--- src/tbn_pkg.sv ---
// shared types and constants for the text byte normalizer
// no dependencies
package tbn_pkg;

    localparam int unsigned QUEUE_DEPTH = 4;

    localparam logic [7:0] LEAD_D0    = 8'hD0;
    localparam logic [7:0] LEAD_D1    = 8'hD1;
    localparam logic [7:0] CONT_LO    = 8'h80;
    localparam logic [7:0] CONT_HI    = 8'hBF;
    localparam logic [7:0] CHAR_SPACE = 8'h20;
    localparam logic [7:0] CHAR_TAB   = 8'h09;
    localparam logic [7:0] CHAR_LF    = 8'h0A;
    localparam logic [7:0] CHAR_CR    = 8'h0D;

    localparam logic [1:0] BEAT_FIRST  = 2'd0;
    localparam logic [1:0] BEAT_SECOND = 2'd1;
    localparam logic [1:0] BEAT_THIRD  = 2'd2;

    typedef struct packed {
        logic       has_space;
        logic       has_pair;
        logic [7:0] byte0;
        logic [7:0] byte1;
    } job_t;

endpackage

--- src/tbn_front.sv ---
// front end: classifies each input item and tracks text state
// depends on tbn_pkg
module tbn_front
    import tbn_pkg::*;
(
    input  logic       aclk,
    input  logic       aresetn,
    input  logic       in_fire,
    input  logic [7:0] in_byte,
    input  logic       end_of_text,
    output logic       job_push,
    output job_t       job
);

    logic text_started_reg, text_started_next;
    logic space_pending_reg, space_pending_next;
    logic lead_held_reg, lead_held_next;
    logic lead_low_bit_reg, lead_low_bit_next;

    logic is_cont, is_lead, is_letter, is_digit, is_white;
    logic pair, keep, emit;

    always_comb begin
        is_cont   = (in_byte >= CONT_LO) && (in_byte <= CONT_HI);
        is_lead   = (in_byte == LEAD_D0) || (in_byte == LEAD_D1);
        is_letter = ((in_byte >= 8'h41) && (in_byte <= 8'h5A))
                 || ((in_byte >= 8'h61) && (in_byte <= 8'h7A));
        is_digit  = (in_byte >= 8'h30) && (in_byte <= 8'h39);
        is_white  = (in_byte == CHAR_SPACE) || (in_byte == CHAR_TAB)
                 || (in_byte == CHAR_LF) || (in_byte == CHAR_CR);
        pair      = lead_held_reg && is_cont;
        keep      = is_letter || is_digit;
        emit      = pair || keep;

        job.has_space = space_pending_reg;
        job.has_pair  = pair;
        job.byte0     = pair ? {LEAD_D0[7:1], lead_low_bit_reg} : in_byte;
        job.byte1     = in_byte;
        job_push      = in_fire && emit;

        text_started_next  = text_started_reg;
        space_pending_next = space_pending_reg;
        lead_held_next     = lead_held_reg;
        lead_low_bit_next  = lead_low_bit_reg;
        if (in_fire) begin
            if (end_of_text) begin
                text_started_next  = 1'b0;
                space_pending_next = 1'b0;
                lead_held_next     = 1'b0;
                lead_low_bit_next  = 1'b0;
            end else begin
                lead_held_next    = !pair && is_lead;
                lead_low_bit_next = (!pair && is_lead) ? in_byte[0] : lead_low_bit_reg;
                text_started_next = text_started_reg || emit;
                if (emit) begin
                    space_pending_next = 1'b0;
                end else if (is_white && text_started_reg) begin
                    space_pending_next = 1'b1;
                end
            end
        end
    end

    always_ff @(posedge aclk) begin
        if (!aresetn) begin
            text_started_reg  <= 1'b0;
            space_pending_reg <= 1'b0;
            lead_held_reg     <= 1'b0;
            lead_low_bit_reg  <= 1'b0;
        end else begin
            text_started_reg  <= text_started_next;
            space_pending_reg <= space_pending_next;
            lead_held_reg     <= lead_held_next;
            lead_low_bit_reg  <= lead_low_bit_next;
        end
    end

endmodule

--- src/tbn_queue.sv ---
// small job queue between front and back ends
// depends on tbn_pkg
module tbn_queue
    import tbn_pkg::*;
#(
    parameter int unsigned DEPTH = QUEUE_DEPTH
) (
    input  logic aclk,
    input  logic aresetn,
    input  logic push,
    input  job_t push_job,
    input  logic pop,
    output job_t head_job,
    output logic empty,
    output logic full
);

    localparam int unsigned PTR_W = (DEPTH > 1) ? $clog2(DEPTH) : 1;
    localparam int unsigned CNT_W = $clog2(DEPTH + 1);
    localparam logic [PTR_W-1:0] PTR_LAST = PTR_W'(DEPTH - 1);
    localparam logic [CNT_W-1:0] CNT_FULL = CNT_W'(DEPTH);

    job_t             slots_reg [DEPTH];
    logic [PTR_W-1:0] wr_ptr_reg, wr_ptr_next;
    logic [PTR_W-1:0] rd_ptr_reg, rd_ptr_next;
    logic [CNT_W-1:0] count_reg, count_next;
    logic             do_push, do_pop;

    always_comb begin
        empty    = (count_reg == '0);
        full     = (count_reg == CNT_FULL);
        do_push  = push && !full;
        do_pop   = pop && !empty;
        head_job = slots_reg[rd_ptr_reg];

        wr_ptr_next = wr_ptr_reg;
        rd_ptr_next = rd_ptr_reg;
        count_next  = count_reg;
        if (do_push) begin
            wr_ptr_next = (wr_ptr_reg == PTR_LAST) ? '0 : wr_ptr_reg + 1'b1;
        end
        if (do_pop) begin
            rd_ptr_next = (rd_ptr_reg == PTR_LAST) ? '0 : rd_ptr_reg + 1'b1;
        end
        if (do_push && !do_pop) begin
            count_next = count_reg + 1'b1;
        end else if (do_pop && !do_push) begin
            count_next = count_reg - 1'b1;
        end
    end

    always_ff @(posedge aclk) begin
        if (do_push) begin
            slots_reg[wr_ptr_reg] <= push_job;
        end
    end

    always_ff @(posedge aclk) begin
        if (!aresetn) begin
            wr_ptr_reg <= '0;
            rd_ptr_reg <= '0;
            count_reg  <= '0;
        end else begin
            wr_ptr_reg <= wr_ptr_next;
            rd_ptr_reg <= rd_ptr_next;
            count_reg  <= count_next;
        end
    end

endmodule

--- src/tbn_back.sv ---
// back end: expands each queued job into one to three output items
// depends on tbn_pkg
module tbn_back
    import tbn_pkg::*;
(
    input  logic       aclk,
    input  logic       aresetn,
    input  job_t       head_job,
    input  logic       empty,
    output logic       pop,
    output logic       out_valid,
    input  logic       out_ready,
    output logic [7:0] out_byte,
    output logic       run_last
);

    logic [1:0] beat_reg, beat_next;
    logic [1:0] last_beat;
    logic       fire;

    always_comb begin
        last_beat = 2'({1'b0, head_job.has_space} + {1'b0, head_job.has_pair});
        out_valid = !empty;
        run_last  = (beat_reg == last_beat);
        fire      = out_valid && out_ready;
        pop       = fire && run_last;

        case (beat_reg)
            BEAT_FIRST:  out_byte = head_job.has_space ? CHAR_SPACE : head_job.byte0;
            BEAT_SECOND: out_byte = head_job.has_space ? head_job.byte0 : head_job.byte1;
            BEAT_THIRD:  out_byte = head_job.byte1;
            default:     out_byte = head_job.byte1;
        endcase

        beat_next = beat_reg;
        if (fire) begin
            beat_next = run_last ? BEAT_FIRST : beat_reg + 1'b1;
        end
    end

    always_ff @(posedge aclk) begin
        if (!aresetn) begin
            beat_reg <= BEAT_FIRST;
        end else begin
            beat_reg <= beat_next;
        end
    end

endmodule

--- src/text_byte_normalizer_unit.sv ---
// top level of the text byte normalizer: front end, job queue, back end
// depends on tbn_pkg, tbn_front, tbn_queue, tbn_back
//
// input channel s_*: one raw text byte per item, s_tlast marks the last
// byte of a document; the text state is cleared after that byte.
// output channel m_*: kept bytes and single separating spaces, m_tlast set
// on the last output item caused by one input byte.
// an input byte causes zero to three output items (space, byte, or a
// two-byte d0/d1 sequence). the front end classifies one byte per cycle
// while the queue is not full and pushes a job into a QUEUE_DEPTH-entry
// queue; the back end drains one output item per cycle from the queue
// head while the receiver is ready. each job is registered in the queue
// before the back end sees it. throughput: one input byte per cycle while
// jobs average one output item; a job of n items stays at the queue head
// until all n are taken, and the input stalls once the queue is full.
// reset clears the text state and empties the queue.
// when the receiver stalls, m_* holds and the queue keeps taking input
// until it fills.
module text_byte_normalizer_unit
    import tbn_pkg::*;
#(
    parameter int unsigned DEPTH = QUEUE_DEPTH
) (
    input  logic       aclk,
    input  logic       aresetn,
    input  logic       s_tvalid,
    output logic       s_tready,
    input  logic [7:0] s_tdata,   // in_byte
    input  logic       s_tlast,   // end_of_text
    output logic       m_tvalid,
    input  logic       m_tready,
    output logic [7:0] m_tdata,   // out_byte
    output logic       m_tlast    // run_last
);

    logic job_push, queue_full, queue_empty, job_pop, in_fire;
    job_t push_job, head_job;

    assign s_tready = !queue_full;
    assign in_fire  = s_tvalid && s_tready;

    tbn_front u_front (
        .aclk        (aclk),
        .aresetn     (aresetn),
        .in_fire     (in_fire),
        .in_byte     (s_tdata),
        .end_of_text (s_tlast),
        .job_push    (job_push),
        .job         (push_job)
    );

    tbn_queue #(
        .DEPTH (DEPTH)
    ) u_queue (
        .aclk     (aclk),
        .aresetn  (aresetn),
        .push     (job_push),
        .push_job (push_job),
        .pop      (job_pop),
        .head_job (head_job),
        .empty    (queue_empty),
        .full     (queue_full)
    );

    tbn_back u_back (
        .aclk      (aclk),
        .aresetn   (aresetn),
        .head_job  (head_job),
        .empty     (queue_empty),
        .pop       (job_pop),
        .out_valid (m_tvalid),
        .out_ready (m_tready),
        .out_byte  (m_tdata),
        .run_last  (m_tlast)
    );

endmodule

--- config.mk ---
export PLATFORM = sky130hd
export DESIGN_NAME = text_byte_normalizer_unit
export DESIGN_NICKNAME = d
export VERILOG_FILES = /design/src/tbn_pkg.sv /design/src/tbn_front.sv /design/src/tbn_queue.sv /design/src/tbn_back.sv /design/src/text_byte_normalizer_unit.sv
export SDC_FILE = /design/constraint.sdc
export NUM_CORES = 1
export LEC_CHECK = 0
export BUFFER_PORTS_ARGS = -buffer_cell sky130_fd_sc_hd__buf_2
export CORE_UTILIZATION = 50
export CTS_CLUSTER_SIZE = 25
export DETAILED_ROUTE_END_ITERATION = 8
export GPL_TIMING_DRIVEN = 0
export PLACE_DENSITY = 0.68
export SLEW_MARGIN = 20
export SYNTH_ARGS = -nofsm -noshare
export SYNTH_HDL_FRONTEND = slang
export SYNTH_SLANG_ARGS = --single-unit
--- constraint.sdc ---
create_clock -name aclk -period 4.17 [get_ports aclk]
set_input_delay 0.417 -clock aclk [delete_from_list [all_inputs] [get_ports aclk]]
set_output_delay 0.417 -clock aclk [all_outputs]
set_load 0.005 [all_outputs]
==> qor.yml <==
place_hpwl_mm: 4.18
worstSetupEndpoint: "u_queue.count_reg[2]$_SDFFE_PN0P_"
syn-num-nets: 257
yosys_warnings: 0
synth_top_family_by_area: "multiplexers"
peakVddDrop_mv: 0.175
fp.dieW_um: 88.7
netlist_top_cells_area: "edfxtp_1 (57%), dfxtp_1 (8.0%), mux4_2 (7.2%), mux4_1 (4.2%), ha_1 (3.0%)"
syn_inst: 234
rows: 31
reg2reg_depth: 13
yosysSeqAreaShare: 0.654
final_nets: 291
overflow: 0
grt_usage: 0.184
layout-drive-gt1-share: 0.220
clock_sinks: 87
synth_enable_flop_cells: 72
status: "complete, no violations"
rr_endpoint: "u_queue.count_reg[2]$_SDFFE_PN0P_"
drtIter0Drc: 126
place.gp.congestion: 0.746
die_area_sq_um: 7880
m1WireLength_mm: 3.18
highest_layer: "met4"
n_antenna_cell: 0
setup_viol: 0
min_period_ns: 3.71
clockBufferDepth: 2
cts-root-buf: "clkbuf_8"
synth_common_cells: "edfxtp_1 (72), inv_1 (22), dfxtp_1 (15)"
largest_reg_flops: 72
grt_pass1_vias: 1931
synth-seq-cells: 87
ys_types: 45
avgViaCountPerCell: 5.36
synthMuxAreaShare: 0.140
cts_tree: "built"
clk_transition_reported_paths_ns: 0.09
synth.top_cell.area_share: 0.575
finalMaxSlewViolations: 0
tightest_slew_ns: 1.00
grt_max_degree: 19
postCtsSetupRepairBufs: 0
end_kind: "register"
grt_pass1_wl_mm: 10.3
die_h_um: 88.7
avgSynthCellArea_sq_um: 16.1
synth_xor_area_frac: 0.00931
clock_skew_ns: 0.00964
cts_resized: 0
worstPathArrival_ns: 3.98
syn_to_final_growth_pct: 11.6
io_pins: 24
hold_path.class: "in -> reg"
worstSetupPathType: "reg -> reg"
critPathMaxFanout: 10
maxCapViolations: 0
critPathLaunchType: "register"
post-route-period-util: 0.890
netlist_area_sq_um: 3760
synth_ff_type: "edfxtp_1"
hold_violations: 0
setup_tns_ns: 0
initial_core_util: 0.519
powerDensity_nw_per_um2: 454
cts_buffers: 9
h-tree-depth: 3
crit_required_ns: 4.44
leakagePower_nw: 1.50
rsz0062_at_grt: "false"
drtAntennaViolNets: 0
ctsHoldBuffers: 0
clk_latency_ns: 0.34
fmax_mhz: 269
core_sq_um: 7250
drc: 0
detail_route.first_pass.iterations: 5
r2r_setup_slack_ns: 0.46
synthArstFlopShare: 0
numPortBuffers: 23
yosys.area_share.simple: 0.0785
wire_per_inst_um: 17.3
setup_ws_ns: 0.459
synth_compound_area_frac: 0.0522
drt_wl_total_mm: 6.42
wl_met2_mm: 3.01
antenna_found_initial: 0
vias: 1995
yosysTopAreaCell: "edfxtp_1"
synth_fa_ha_area_frac: 0.0353
dpl_worst_slack_ns: 0.435
route.met3.wl_um: 177
post-synth-top-count-cell: "edfxtp_1"
slew_headroom: 0.332
==> cells in the final DEF, fill, tap and decap left out, types with 2 or more instances in the layout <==
cell type / Yosys / layout
and3b_1: 2 / 2
nand2b_1: 2 / 2
nor3_1: 2 / 2
nor2_1: 7 / 7
nand3b_1: 2 / 2
and3_1: 2 / 2
o221a_2: 2 / 2
or3_1: 3 / 3
clkinvlp_4: 0 / 2
dfxtp_1: 15 / 15
nand2_1: 11 / 11
xor2_1: 3 / 3
mux4_1: 6 / 6
o21ai_0: 4 / 4
nor2b_1: 4 / 4
a21boi_0: 4 / 4
nand3_1: 2 / 2
mux4_2: 12 / 12
and2_1: 10 / 10
inv_1: 22 / 22
buf_2: 1 / 24
mux2i_1: 6 / 6
clkinv_2: 0 / 2
o22ai_1: 7 / 7
ha_1: 9 / 9
a21o_1: 2 / 2
edfxtp_1: 72 / 72
clkbuf_8: 0 / 9
clkbuf_1: 3 / 3
==> stage by stage <==
stage                     hold slack [ns]  instances   util  cell area, sq um  total power, mW
final                               0.355        372  0.579              4200             1.91
after detailed placement            0.478        356  0.552              4000             1.36
after global routing                0.364        372  0.579              4200             2.00
after floorplan                     0.456        234      -              3760             1.24
after global placement              0.483        356  0.552              4000             1.35
after CTS                           0.347        372  0.579              4200             1.92
==> worst min-delay path by stage <==
stage,start,depth (start not counted),endpoint,slack (ns)
6_report,s_tvalid,3,u_front.lead_low_bit_reg$_SDFFE_PN0P_,0.35
3_5_place_dp,u_front.lead_low_bit_reg$_SDFFE_PN0P_,2,u_front.lead_low_bit_reg$_SDFFE_PN0P_,0.48
4_1_cts,s_tvalid,3,u_front.lead_low_bit_reg$_SDFFE_PN0P_,0.35
2_1_floorplan,u_front.lead_low_bit_reg$_SDFFE_PN0P_,2,u_front.lead_low_bit_reg$_SDFFE_PN0P_,0.46
3_3_place_gp,u_front.lead_low_bit_reg$_SDFFE_PN0P_,2,u_front.lead_low_bit_reg$_SDFFE_PN0P_,0.48
5_1_grt,m_tready,3,u_back.beat_reg[1]$_SDFFE_PN0P_,0.36
==> layer usage <==
layer | global-route usage | vias to the layer above
met5 | 0 | -
li1 | - | 967
met3 | 0.0448 | 5
met4 | 0.0528 | 0
met2 | 0.292 | 28
met1 | 0.257 | 995
==> power breakdown <==
part,internal [mW],switching [mW],total [mW]
Sequential,0.967,0.0218,0.989
Combinational,0.168,0.177,0.344
Clock,0.278,0.297,0.575
Total,1.41,0.495,1.91
==> area by class of cell <==
| type | instances | area (sq um) |
|---|---|---|
| Buffer | 6 | 32.5 |
| Clock buffer | 9 | 124 |
| Clock inverter | 7 | 72.6 |
| Fill cell | 593 | 3060 |
| Inverter | 22 | 82.6 |
| Multi-Input combinational cell | 119 | 1180 |
| Sequential cell | 87 | 2460 |
| Tap cell | 99 | 124 |
| Timing Repair Buffer | 23 | 115 |
==> cells by family after synthesis <==
kind of cell / after synthesis
adder cells (fa/ha/maj): 10
multiplexers: 26
XOR/XNOR: 4
buffers and inverters: 28
AND/OR/NAND/NOR: 52
AO/OA/AOI/OAI: 27
flip-flops: 87
==> critical path: stages (launching register included) <==
cell and delay, ns:
dfxtp_1 0.31, clkbuf_2 0.27, clkbuf_1 0.54, mux4_2 0.42, ha_1 0.30, xor2_1 0.17
nor3_1 0.47, inv_1 0.09, ha_1 0.24, inv_1 0.08, fa_1 0.19, xor2_1 0.08
or3_1 0.30, a21boi_0 0.18
Power figures use the tool's default switching activity.
